--- src/sv/saabu_pkg.sv ---
// shared types and constants of the scalar alu and branch unit
`timescale 1ns / 1ps
`default_nettype none

package saabu_pkg;

  localparam int unsigned RegCount    = 32;
  localparam int unsigned RegAddrBits = 5;
  localparam int unsigned DataBits    = 32;
  localparam int unsigned PcBits      = 10;
  localparam int unsigned ImmBits     = 16;

  localparam logic [RegAddrBits-1:0] LinkRegister = 5'd31;

  typedef enum logic [5:0] {
    OP_NOP    = 6'd0,
    OP_ORI    = 6'd1,
    OP_XORI   = 6'd2,
    OP_LUI    = 6'd3,
    OP_ADDI   = 6'd4,
    OP_SLL    = 6'd5,
    OP_SRL    = 6'd6,
    OP_SRA    = 6'd7,
    OP_SRAV   = 6'd8,
    OP_SRLV   = 6'd9,
    OP_SLLV   = 6'd10,
    OP_SUB    = 6'd11,
    OP_OR     = 6'd12,
    OP_XOR    = 6'd13,
    OP_NOR    = 6'd14,
    OP_SLT    = 6'd15,
    OP_SLTU   = 6'd16,
    OP_ADD    = 6'd17,
    OP_AND    = 6'd18,
    OP_BREAK  = 6'd19,
    OP_ANDI   = 6'd20,
    OP_J      = 6'd21,
    OP_JAL    = 6'd22,
    OP_SLTI   = 6'd23,
    OP_SLTIU  = 6'd24,
    OP_JR     = 6'd25,
    OP_JALR   = 6'd26,
    OP_BNE    = 6'd27,
    OP_BEQ    = 6'd28,
    OP_BGTZ   = 6'd29,
    OP_BLEZ   = 6'd30,
    OP_BLTZ   = 6'd31,
    OP_BLTZAL = 6'd32,
    OP_BGEZ   = 6'd33,
    OP_BGEZAL = 6'd34
  } op_t;

  typedef struct packed {
    logic [5:0]             operation;
    logic [RegAddrBits-1:0] source_index;
    logic [RegAddrBits-1:0] target_index;
    logic [RegAddrBits-1:0] dest_index;
    logic [4:0]             shift_amount;
    logic [ImmBits-1:0]     immediate;
    logic [PcBits-1:0]      jump_target;
    logic [PcBits-1:0]      current_pc;
  } in_item_t;

  typedef struct packed {
    logic                   write_enable;
    logic [RegAddrBits-1:0] write_index;
    logic [DataBits-1:0]    write_value;
    logic                   branch_taken;
    logic [PcBits-1:0]      next_pc;
    logic                   halt_request;
    logic                   interrupt_request;
  } out_item_t;

endpackage

`default_nettype wire

--- src/sv/saabu_ram.sv ---
// generic ram, one write port and two registered read ports
`timescale 1ns / 1ps
`default_nettype none

module saabu_ram #(
  parameter int unsigned WIDTH = 32,
  parameter int unsigned DEPTH = 32
) (
  input  wire logic                     clk,
  input  wire logic                     wr_en,
  input  wire logic [$clog2(DEPTH)-1:0] wr_addr,
  input  wire logic [WIDTH-1:0]         wr_data,
  input  wire logic                     rd_en,
  input  wire logic [$clog2(DEPTH)-1:0] rd_addr_a,
  input  wire logic [$clog2(DEPTH)-1:0] rd_addr_b,
  output logic      [WIDTH-1:0]         rd_data_a,
  output logic      [WIDTH-1:0]         rd_data_b
);

  logic [WIDTH-1:0] mem [DEPTH];

  // read during write returns the old contents
  always_ff @(posedge clk) begin
    if (wr_en) begin
      mem[wr_addr] <= wr_data;
    end
    if (rd_en) begin
      rd_data_a <= mem[rd_addr_a];
      rd_data_b <= mem[rd_addr_b];
    end
  end

endmodule

`default_nettype wire

--- src/sv/scalar_alu_branch_unit.sv ---
// scalar alu and branch unit: top level with register file and execute stage
`timescale 1ns / 1ps
`default_nettype none

// executes one decoded scalar instruction per transaction against a 32 x 32
// register file (register 0 reads zero) and returns one result transaction
// with the register write, the pc redirect and the break requests
// - input channel in_valid / in_stall / in_data, result channel out_valid /
//   out_stall / out_data; a transaction moves when valid is high and stall low
// - cfg_valid / cfg_ready / cfg_data writes interrupt_on_break; cfg_ready is
//   always high, write it only while no transaction is in flight
// - a taken transaction is held in the execute stage register, and its result
//   is captured in the result register, from which it is offered
// - throughput: one transaction per cycle without stalls; the register file
//   read is issued at acceptance and the execute logic sits between the
//   operand and result registers, with the previous result forwarded
// - while out_valid and out_stall are high the result register holds, the
//   execute stage holds its instruction and in_stall rises once it is full
// - reset clears the pipeline valids, interrupt_on_break and the per entry
//   valid bits of the register file, so every register reads zero after
//   reset with no clearing pass

module scalar_alu_branch_unit (
  input  wire logic                 clk,
  input  wire logic                 rst_n,
  input  wire logic                 in_valid,
  output logic                      in_stall,
  input  wire saabu_pkg::in_item_t  in_data,
  output logic                      out_valid,
  input  wire logic                 out_stall,
  output saabu_pkg::out_item_t      out_data,
  input  wire logic                 cfg_valid,
  output logic                      cfg_ready,
  input  wire logic                 cfg_data
);

  import saabu_pkg::*;

  // pipeline control
  logic                   in_accept;
  logic                   s1_valid_r;
  logic                   s1_adv;
  logic                   out_free;
  in_item_t               s1_item_r;
  logic                   out_valid_r;
  out_item_t              out_data_r;
  out_item_t              res;

  // config
  logic                   irq_on_break_r;

  // register file
  logic [RegCount-1:0]    rf_valid_r;
  logic                   valid_a_r;
  logic                   valid_b_r;
  logic [DataBits-1:0]    ram_a;
  logic [DataBits-1:0]    ram_b;
  logic                   rf_we;

  // forwarding of the write that lands on the same edge as the read
  logic                   fwd_valid_r;
  logic [RegAddrBits-1:0] fwd_idx_r;
  logic [DataBits-1:0]    fwd_val_r;

  // operands and intermediate values
  logic [DataBits-1:0]    op_a;
  logic [DataBits-1:0]    op_b;
  logic [DataBits-1:0]    simm;
  logic [DataBits-1:0]    zimm;
  logic [DataBits-1:0]    link_val;
  logic [PcBits-1:0]      br_target;
  logic [4:0]             var_sh;
  logic                   a_neg;
  logic                   a_zero;
  logic                   wr;
  logic [RegAddrBits-1:0] widx;
  logic [DataBits-1:0]    wval;
  logic                   taken;
  logic [PcBits-1:0]      npc;
  logic                   halt;
  logic                   intr;
  logic                   is_branch;
  logic                   wr_ok;

  assign out_free  = !out_valid_r || !out_stall;
  assign s1_adv    = s1_valid_r && out_free;
  assign in_stall  = s1_valid_r && !s1_adv;
  assign in_accept = in_valid && !in_stall;
  assign out_valid = out_valid_r;
  assign out_data  = out_data_r;
  assign cfg_ready = 1'b1;
  assign rf_we     = s1_adv && res.write_enable;

  saabu_ram #(
    .WIDTH (DataBits),
    .DEPTH (RegCount)
  ) u_rf (
    .clk       (clk),
    .wr_en     (rf_we),
    .wr_addr   (res.write_index),
    .wr_data   (res.write_value),
    .rd_en     (in_accept),
    .rd_addr_a (in_data.source_index),
    .rd_addr_b (in_data.target_index),
    .rd_data_a (ram_a),
    .rd_data_b (ram_b)
  );

  // config register
  always_ff @(posedge clk) begin
    if (!rst_n) begin
      irq_on_break_r <= 1'b0;
    end else if (cfg_valid && cfg_ready) begin
      irq_on_break_r <= cfg_data;
    end
  end

  // per entry valid bits; an entry never written reads zero
  always_ff @(posedge clk) begin
    if (!rst_n) begin
      rf_valid_r <= '0;
    end else if (rf_we) begin
      rf_valid_r[res.write_index] <= 1'b1;
    end
  end

  // execute stage register, captured together with the ram read
  always_ff @(posedge clk) begin
    if (!rst_n) begin
      s1_valid_r  <= 1'b0;
      fwd_valid_r <= 1'b0;
    end else begin
      if (in_accept) begin
        s1_valid_r  <= 1'b1;
        fwd_valid_r <= rf_we;
      end else if (s1_adv) begin
        s1_valid_r  <= 1'b0;
      end
    end
  end

  always_ff @(posedge clk) begin
    if (in_accept) begin
      s1_item_r <= in_data;
      valid_a_r <= rf_valid_r[in_data.source_index];
      valid_b_r <= rf_valid_r[in_data.target_index];
      fwd_idx_r <= res.write_index;
      fwd_val_r <= res.write_value;
    end
  end

  // operand select: forwarded write, else ram if the entry was ever written
  always_comb begin
    if (fwd_valid_r && fwd_idx_r == s1_item_r.source_index) begin
      op_a = fwd_val_r;
    end else if (valid_a_r) begin
      op_a = ram_a;
    end else begin
      op_a = '0;
    end
    if (fwd_valid_r && fwd_idx_r == s1_item_r.target_index) begin
      op_b = fwd_val_r;
    end else if (valid_b_r) begin
      op_b = ram_b;
    end else begin
      op_b = '0;
    end
  end

  assign simm      = {{(DataBits-ImmBits){s1_item_r.immediate[ImmBits-1]}},
                      s1_item_r.immediate};
  assign zimm      = {{(DataBits-ImmBits){1'b0}}, s1_item_r.immediate};
  assign link_val  = {{(DataBits-PcBits-2){1'b0}}, s1_item_r.current_pc, 2'b00}
                     + 32'd4;
  assign br_target = s1_item_r.current_pc + simm[PcBits-1:0];
  assign var_sh    = op_a[4:0];
  assign a_neg     = op_a[DataBits-1];
  assign a_zero    = (op_a == '0);

  // instruction decode and execute
  always_comb begin
    wr        = 1'b0;
    widx      = '0;
    wval      = '0;
    taken     = 1'b0;
    npc       = '0;
    halt      = 1'b0;
    intr      = 1'b0;
    is_branch = 1'b0;
    case (op_t'(s1_item_r.operation))
      OP_ORI: begin
        wr = 1'b1; widx = s1_item_r.target_index; wval = op_a | zimm;
      end
      OP_XORI: begin
        wr = 1'b1; widx = s1_item_r.target_index; wval = op_a ^ zimm;
      end
      OP_LUI: begin
        wr = 1'b1; widx = s1_item_r.target_index;
        wval = {s1_item_r.immediate, {(DataBits-ImmBits){1'b0}}};
      end
      OP_ADDI: begin
        wr = 1'b1; widx = s1_item_r.target_index; wval = op_a + simm;
      end
      OP_ANDI: begin
        wr = 1'b1; widx = s1_item_r.target_index; wval = op_a & zimm;
      end
      OP_SLTI: begin
        wr = 1'b1; widx = s1_item_r.target_index;
        wval = {31'd0, $signed(op_a) < $signed(simm)};
      end
      OP_SLTIU: begin
        wr = 1'b1; widx = s1_item_r.target_index;
        wval = {31'd0, op_a < simm};
      end
      OP_SLL: begin
        wr = 1'b1; widx = s1_item_r.dest_index;
        wval = op_b << s1_item_r.shift_amount;
      end
      OP_SRL: begin
        wr = 1'b1; widx = s1_item_r.dest_index;
        wval = op_b >> s1_item_r.shift_amount;
      end
      OP_SRA: begin
        wr = 1'b1; widx = s1_item_r.dest_index;
        wval = $unsigned($signed(op_b) >>> s1_item_r.shift_amount);
      end
      OP_SRAV: begin
        wr = 1'b1; widx = s1_item_r.dest_index;
        wval = $unsigned($signed(op_b) >>> var_sh);
      end
      OP_SRLV: begin
        wr = 1'b1; widx = s1_item_r.dest_index; wval = op_b >> var_sh;
      end
      OP_SLLV: begin
        wr = 1'b1; widx = s1_item_r.dest_index; wval = op_b << var_sh;
      end
      OP_SUB: begin
        wr = 1'b1; widx = s1_item_r.dest_index; wval = op_a - op_b;
      end
      OP_OR: begin
        wr = 1'b1; widx = s1_item_r.dest_index; wval = op_a | op_b;
      end
      OP_XOR: begin
        wr = 1'b1; widx = s1_item_r.dest_index; wval = op_a ^ op_b;
      end
      OP_NOR: begin
        wr = 1'b1; widx = s1_item_r.dest_index; wval = ~(op_a | op_b);
      end
      OP_SLT: begin
        wr = 1'b1; widx = s1_item_r.dest_index;
        wval = {31'd0, $signed(op_a) < $signed(op_b)};
      end
      OP_SLTU: begin
        wr = 1'b1; widx = s1_item_r.dest_index; wval = {31'd0, op_a < op_b};
      end
      OP_ADD: begin
        wr = 1'b1; widx = s1_item_r.dest_index; wval = op_a + op_b;
      end
      OP_AND: begin
        wr = 1'b1; widx = s1_item_r.dest_index; wval = op_a & op_b;
      end
      OP_BREAK: begin
        halt = 1'b1;
        intr = irq_on_break_r;
      end
      OP_J: begin
        taken = 1'b1; npc = s1_item_r.jump_target;
      end
      OP_JAL: begin
        taken = 1'b1; npc = s1_item_r.jump_target;
        wr = 1'b1; widx = LinkRegister; wval = link_val;
      end
      OP_JR: begin
        taken = 1'b1; npc = op_a[PcBits+1:2];
      end
      OP_JALR: begin
        // target comes from rs as read, before rd is written
        taken = 1'b1; npc = op_a[PcBits+1:2];
        wr = 1'b1; widx = s1_item_r.dest_index; wval = link_val;
      end
      OP_BNE: begin
        is_branch = 1'b1; taken = (op_a != op_b);
      end
      OP_BEQ: begin
        is_branch = 1'b1; taken = (op_a == op_b);
      end
      OP_BGTZ: begin
        is_branch = 1'b1; taken = !a_neg && !a_zero;
      end
      OP_BLEZ: begin
        is_branch = 1'b1; taken = a_neg || a_zero;
      end
      OP_BLTZ: begin
        is_branch = 1'b1; taken = a_neg;
      end
      OP_BLTZAL: begin
        // link is written whether or not the branch goes
        is_branch = 1'b1; taken = a_neg;
        wr = 1'b1; widx = LinkRegister; wval = link_val;
      end
      OP_BGEZ: begin
        is_branch = 1'b1; taken = !a_neg;
      end
      OP_BGEZAL: begin
        is_branch = 1'b1; taken = !a_neg;
        wr = 1'b1; widx = LinkRegister; wval = link_val;
      end
      default: begin
        // nop and unused codes
        wr = 1'b0;
      end
    endcase
    if (is_branch) begin
      npc = br_target;
    end
  end

  // writes to register 0 are dropped and show as no write
  assign wr_ok = wr && (widx != '0);

  always_comb begin
    res.write_enable      = wr_ok;
    res.write_index       = wr_ok ? widx : '0;
    res.write_value       = wr_ok ? wval : '0;
    res.branch_taken      = taken;
    res.next_pc           = taken ? npc : '0;
    res.halt_request      = halt;
    res.interrupt_request = intr;
  end

  // result register
  always_ff @(posedge clk) begin
    if (!rst_n) begin
      out_valid_r <= 1'b0;
    end else if (out_free) begin
      out_valid_r <= s1_valid_r;
    end
  end

  always_ff @(posedge clk) begin
    if (s1_adv) begin
      out_data_r <= res;
    end
  end

  // register 0 is never written
  a_no_r0_write: assert property (@(posedge clk) disable iff (!rst_n)
    rf_we |-> res.write_index != '0)
    else $error("register 0 written");

  // an accepted transaction occupies the execute stage next cycle
  a_accept_fills_s1: assert property (@(posedge clk) disable iff (!rst_n)
    in_accept |=> s1_valid_r)
    else $error("accepted transaction lost");

  // input stalls only behind a blocked execute stage
  a_stall_cause: assert property (@(posedge clk) disable iff (!rst_n)
    in_stall |-> s1_valid_r && out_valid_r && out_stall)
    else $error("input stalled without cause");

  // a result with no write or no redirect carries zeros there
  a_zero_fields: assert property (@(posedge clk) disable iff (!rst_n)
    out_valid_r |-> (out_data_r.write_enable || out_data_r.write_value == '0)
                 && (out_data_r.branch_taken || out_data_r.next_pc == '0))
    else $error("unused result field not zero");

endmodule

`default_nettype wire
--- config.mk ---
export PLATFORM = sky130hd
export DESIGN_NAME = scalar_alu_branch_unit
export DESIGN_NICKNAME = d
export VERILOG_FILES = /design/src/sv/saabu_pkg.sv /design/src/sv/saabu_ram.sv /design/src/sv/scalar_alu_branch_unit.sv
export SDC_FILE = /design/constraint.sdc
export NUM_CORES = 2
export LEC_CHECK = 0
export BUFFER_PORTS_ARGS = -buffer_cell sky130_fd_sc_hd__buf_2
export CAP_MARGIN = 30
export CORE_ASPECT_RATIO = 1.2
export CORE_MARGIN = 3
export CORE_UTILIZATION = 55
export CTS_BUF_LIST = sky130_fd_sc_hd__clkbuf_8 sky130_fd_sc_hd__clkbuf_16
export CTS_CLUSTER_DIAMETER = 200
export DETAILED_ROUTE_END_ITERATION = 6
export PLACE_DENSITY_LB_ADDON = 0.3
export SLEW_MARGIN = 20
export SYNTH_ARGS = -nofsm -noshare
export SYNTH_HDL_FRONTEND = slang
export SYNTH_SLANG_ARGS = --single-unit
--- constraint.sdc ---
create_clock -name clk -period 6.93 [get_ports clk]
set_input_delay 1.0395 -clock clk [delete_from_list [all_inputs] [get_ports clk]]
set_output_delay 1.0395 -clock clk [all_outputs]
set_load 0.005 [all_outputs]
Word level (Yosys, flattened, before mapping)
Memory sizes are Yosys's and may differ from the RTL's. A register that Yosys moved wholly into a read port is not among the register bits.
Index checks and enable logic that the tools add are counted.
Storage, ports and cells
  memories kept: 1
  register bits after elaboration: 188
  latch bits: 0
  memory bits (read-only): 0
  memory bits (writable): 1024
Memories
  u_rf.mem: words 32, bits a word 32, rd ports 2, clocked after Yosys merged registers in 2, write ports 1, RTL line saabu_ram.sv:20  | logic [WIDTH-1:0] mem [DEPTH];
Operators by class
  equality and inequality tests: 38
  muxes and demuxes: 24
  shift-type cells: 6
  reductions and logical operators: 31
  multipliers: 0
  magnitude comparators: 8
  bitwise gates (word level): 8
  divide/modulo/power cells: 0
  add/subtract/negate cells: 5
Operator list (count)
  32-bit one-hot mux with 22 select lines: 1
  32-bit two-way mux: 5
  6-bit by 5-bit == test with 1-bit output (second input constant): 16
  32-bit less-than comparator: 3
  32-bit adder: 2
  32-bit OR: 2
  32-bit by 5-bit << shifter with 32-bit output: 2
  32-bit by 5-bit >> shifter with 32-bit output: 2
  32-bit by 5-bit >>> shifter with 32-bit output: 2
  6-bit by 4-bit == test with 1-bit output (second input constant): 8
  32-bit by 16-bit AND with 32-bit output: 1
  32-bit AND: 1
  32-bit == test: 1
  32-bit zero test: 1
  32-bit by 16-bit less-than comparator with 1-bit output: 1
  32-bit != test: 1
  32-bit NOT: 1
  32-bit by 16-bit OR with 32-bit output: 1
  32-bit subtractor: 1
  32-bit by 16-bit XOR with 32-bit output: 1
  32-bit XOR: 1
  25-bit OR reduction: 1
  6-bit by 3-bit == test with 1-bit output (second input constant): 4
  10-bit one-hot mux with 2 select lines: 1
  other kinds (26): 60

Logic depth before layout (Yosys ltp)
  depth after elaboration: 11
  mapped depth: 24
  mapped depth without buffers: 22

Hierarchy
A second synthesis with hierarchy kept.
Second synthesis, totals
  cells, all modules: 6204
  area, all modules: 72737.3 sq um
Modules (own cells, without submodules)
  saabu_ram: area an instance 50711.1 sq um, cells an instance 3450, times used 1
  scalar_alu_branch_unit: area an instance 22026.1 sq um, cells an instance 2754, times used 1

Least setup slack after synthesis
OpenSTA, ideal clock, no wires.
  kind: input -> register
  start: input port out_stall
  end: memory u_rf.mem[17][0], enable pin
  data arrival time: 5.981 ns
  buffers on the path: 0
  slack: 0.526 ns
  stages: 3
  cells stage by stage: a21boi_1 nand3b_1 nor2_1
On the way
  longest elaborated chain between the ends: 6
Ends and longest elaborated chain
  from (decl): RTL line scalar_alu_branch_unit.sv:30  | input wire logic out_stall,
  1-bit zero test: RTL line scalar_alu_branch_unit.sv:85  | assign out_free = !out_valid_r || !out_stall;
  1-bit logical OR: RTL line scalar_alu_branch_unit.sv:85
  1-bit logical AND: RTL line scalar_alu_branch_unit.sv:86  | assign s1_adv = s1_valid_r && out_free;
  1-bit logical AND: RTL line scalar_alu_branch_unit.sv:92  | assign rf_we = s1_adv && res.write_enable;
  1-bit two-way mux: RTL line saabu_ram.sv:24  | if (wr_en) begin
  1-bit two-way mux (not written as such): RTL line saabu_ram.sv:25  | mem[wr_addr] <= wr_data;
  to (decl): RTL line saabu_ram.sv:20
No other way between the ends.

==> flow_summary.yaml <==
final_layout:
  utilization_pct: 62.8
  drive_above_1_share_pct: 29.7
  fillers: 8907
  final_cells: 6725
  multiInputGateArea_mm2: 0.0310
  regArea_mm2: 0.0380
  nNetsFinal: 5168
  final_area_mm2: 0.0789
  syn2layout_area_growth_pct: 12.6
worst_setup_path:
  end_kind: "register"
  crit_path_frequent_cell: "a21oi_1"
  crit_fanout: 32
  worstPathCellList: "xnor2_1 > and4_1 > buf_4 > nand2_1 > mux2_2 > inv_1 > a21oi_1 > ha_1 > a21o_1 > a21oi_1 > nor2b_1 > o311a_1 > a311o_1 > a221oi_1 > a21oi_1 > and4_1 > o21ai_0 > mux2i_1 > nor3b_1 > mux2_4 > nor3_4 > buf_8"
  r2r_cells: 22
  slowest_delay_ns: 0.49
  r2r_start: "fwd_idx_r[1]"
  r2r-end: "u_rf.mem[18][31]"
  slowest_stage: "nor3_4"
  arrival_ns: 7.02
  cp.required_ns: 7.44
  startpoint_type: "register"
  rrSetupSlack_ns: 0.43
  crit_type: "register to register"
clock_tree:
  clock-sinks: 1276
  cts_tree: "done"
  htree_levels: 3
  clkLatencyLatePin_ns: 0.76
  clk_pin_slew_ns: 0.06
  cts_made_buffers: 119
  post_cts.repair.setup_buffers: 0
  postCtsResizedCells: 0
  cts_root_buf: "clkbuf_16"
  postCtsHoldBufs: 0
  cts_buffer_depth: 3
power:
  p_int_mw: 13.4
  power.share.clock_pct: 36.4
  power_switching_mw: 4.92
  total_power_mw: 18.4
  pwr-share-seq_pct: 48.0
  p_leak_nw: 26.9
  p_sw_share_pct: 26.8
  ir_drop_mv: 0.293
  combPwrFrac_pct: 15.6
  powerDensity_mw_per_mm2: 233
detailed_routing:
  wl_per_cell_um: 42.0
  dr_total_vias: 50879
  first_pass_iters: 6
  vias_per_cell: 7.57
  drc: 0
  routed_wl_um: 282000
  ant_nets: 0
  drt_iter0_markers: 7845
hold_path:
  hp-start: "in_data[18]"
  whs_endpoint: "s1_item_r[18]"
  holdCritPathClass: "input port to register"
  worstHoldPathCells: 1
placed_design:
  placed_area_mm2: 0.0748
  io_buffers: 120
  dp_slack_ns: 0.586
  gp_congestion: 1.11
  dp_cells: 6490
  dp_hpwl_um: 181000
synth:
  synth_top_area_share_pct: 53.1
  async_flop_share_pct: 0
  yosysSeqAreaShare_pct: 54.2
  synthFlopType: "edfxtp_1"
  synth_edf_count: 1240
  ys_types: 103
  ys_ff_latch: 1276
  syn_inst: 4723
  synth_area_leaders: "edfxtp_1, mux4_2, ha_1, a21oi_1, nand2_1"
  syn_area_mm2: 0.0701
  synth_top_area_cell: "edfxtp_1"
  yosysWarnings: 0
  syn_avg_cell_area_um2: 14.8
sta:
  fin_setup_tns_ns: 0
  finalWorstSetupSlack_ns: 0.425
  relSlewSlack_pct: 28.3
  setup_violations: 0
  clock_skew_ns: 0.0940
  tightest_slew_ns: 1.08
  rsz0062_at_grt: "no"
  final_hold_viol_count: 0
  drv_slew: 0
  fin_hold_ws_ns: 0.465
  period_share_pct: 93.9
  fmax_mhz: 154
  period_minus_slack_ns: 6.50
global_routing:
  grt_pass1_wl_um: 395000
  antenna_found_initial: 22
  grt_max_degree: 123
  grt_pass1_vias: 50880
  grt_use_total_pct: 42.8
  grt-ovfl-total: 0
floorplanning:
  floorplan.rows: 142
  die_w_um: 332
  pin_count: 122
  initial_utilization_pct: 55.8
  floorplan.die_area_mm2: 0.132
  design.core.area_mm2: 0.126
  die_h_um: 397
flow_run:
  max_cap_viol_count: 0
run_status:
  status: "finished clean"
how the worst max path moves through the flow:
stage / startpoint / end / slack [ns] / depth (start not counted)
final: fwd_idx_r[1] / u_rf.mem[18][31] / 0.43 / 22
after global routing: s1_item_r[61] / u_rf.mem[18][31] / 0.14 / 21
after CTS: fwd_idx_r[1] / u_rf.mem[18][31] / 0.50 / 22
after detailed placement: s1_item_r[48] / out_data[44] / 0.59 / 22
after global placement: fwd_idx_r[1] / fwd_val_r[31] / 0.27 / 21
after floorplan: out_stall / u_rf.mem[17][0] / 0.53 / 3
power groups by stage:
stage	clock network (mW)	registers, mW	logic, mW
after floorplan	0	8.92	1.66
after global placement	0	8.95	2.74
after detailed placement	0	8.96	2.75
after CTS	6.74	8.80	2.78
after global routing	7.02	8.80	2.98
final	6.68	8.80	2.87
state kept, by name, indices dropped and copies added, names as in the netlist, 5 cells and up:
| register | count |
|---|---|
| fwd_idx_r | 5 |
| fwd_val_r | 32 |
| out_data | 51 |
| rf_valid_r | 32 |
| s1_item_r | 62 |
| u_rf.mem | 1024 |
| u_rf.rd_data_a | 32 |
| u_rf.rd_data_b | 32 |
layer usage:
metal	track usage (%)	up-vias	routed length, um
met5	0	-	29
met2	68.7	4319	134000
met1	50.9	25695	91600
met3	9.42	1093	29900
met4	32.8	4	26300
li1	-	19768	-
cell usage after synthesis, types with 36 or more instances:
cell         n
edfxtp_1  1240
mux4_2     673
nand2_1    332
nor2_1     308
a21oi_1    283
clkbuf_1   220
o21ai_0    186
ha_1       140
inv_1       96
mux2i_1     93
mux2_2      79
buf_1       64
xnor2_1     61
nand3_1     60
a211oi_1    58
o21a_1      55
a21o_1      52
o211ai_1    51
buf_2       45
a31oi_1     41
dfxtp_1     36
cell type report:
type	instances	area share, %
Sequential cell	1276	48.1
Multi-Input combinational cell	3028	39.2
Timing Repair Buffer	433	4.42
Clock buffer	120	3.81
Tap cell	1656	2.63
Clock inverter	106	1.27
Inverter	100	0.489
Antenna cell	6	0.0190
worst max-delay path: cells and delay by family, from the launching register on:
kind            cells  cell delay (ns)
buf+inv             3             0.73
simple gates        6             1.34
mux                 3             1.03
fa+ha+maj           1             0.26
compound gates      8             2.20
flops               1             0.44
xor+xnor            1             0.24
cell families after synthesis:
kind of cell    synth area share (%)
xor+xnor                        1.13
compound gates                  9.61
fa+ha+maj                       2.59
mux                             24.2
other cells                   0.0107
flops                           54.2
simple gates                    5.62
buf+inv                         2.64
layout by cell type (no fill, tap or decap), drive strengths merged, types with 17 or more instances in the layout:
| master | instances |
|---|---|
| a211oi | 61 |
| a21o | 52 |
| a21oi | 286 |
| a221oi | 30 |
| a22oi | 18 |
| a31oi | 49 |
| and3 | 26 |
| buf | 431 |
| clkbuf | 122 |
| clkinv | 63 |
| conb | 33 |
| dfxtp | 36 |
| edfxtp | 1240 |
| ha | 140 |
| inv | 118 |
| mux2 | 80 |
| mux2i | 93 |
| mux4 | 673 |
| nand2 | 332 |
| nand2b | 18 |
| nand3 | 60 |
| nand4 | 21 |
| nor2 | 314 |
| nor2b | 17 |
| nor3 | 37 |
| o211ai | 53 |
| o21a | 55 |
| o21ai | 218 |
| o21bai | 17 |
| o221ai | 28 |
| o22ai | 35 |
| xnor2 | 63 |
| xor2 | 26 |
(Power assumes the default switching activity.)
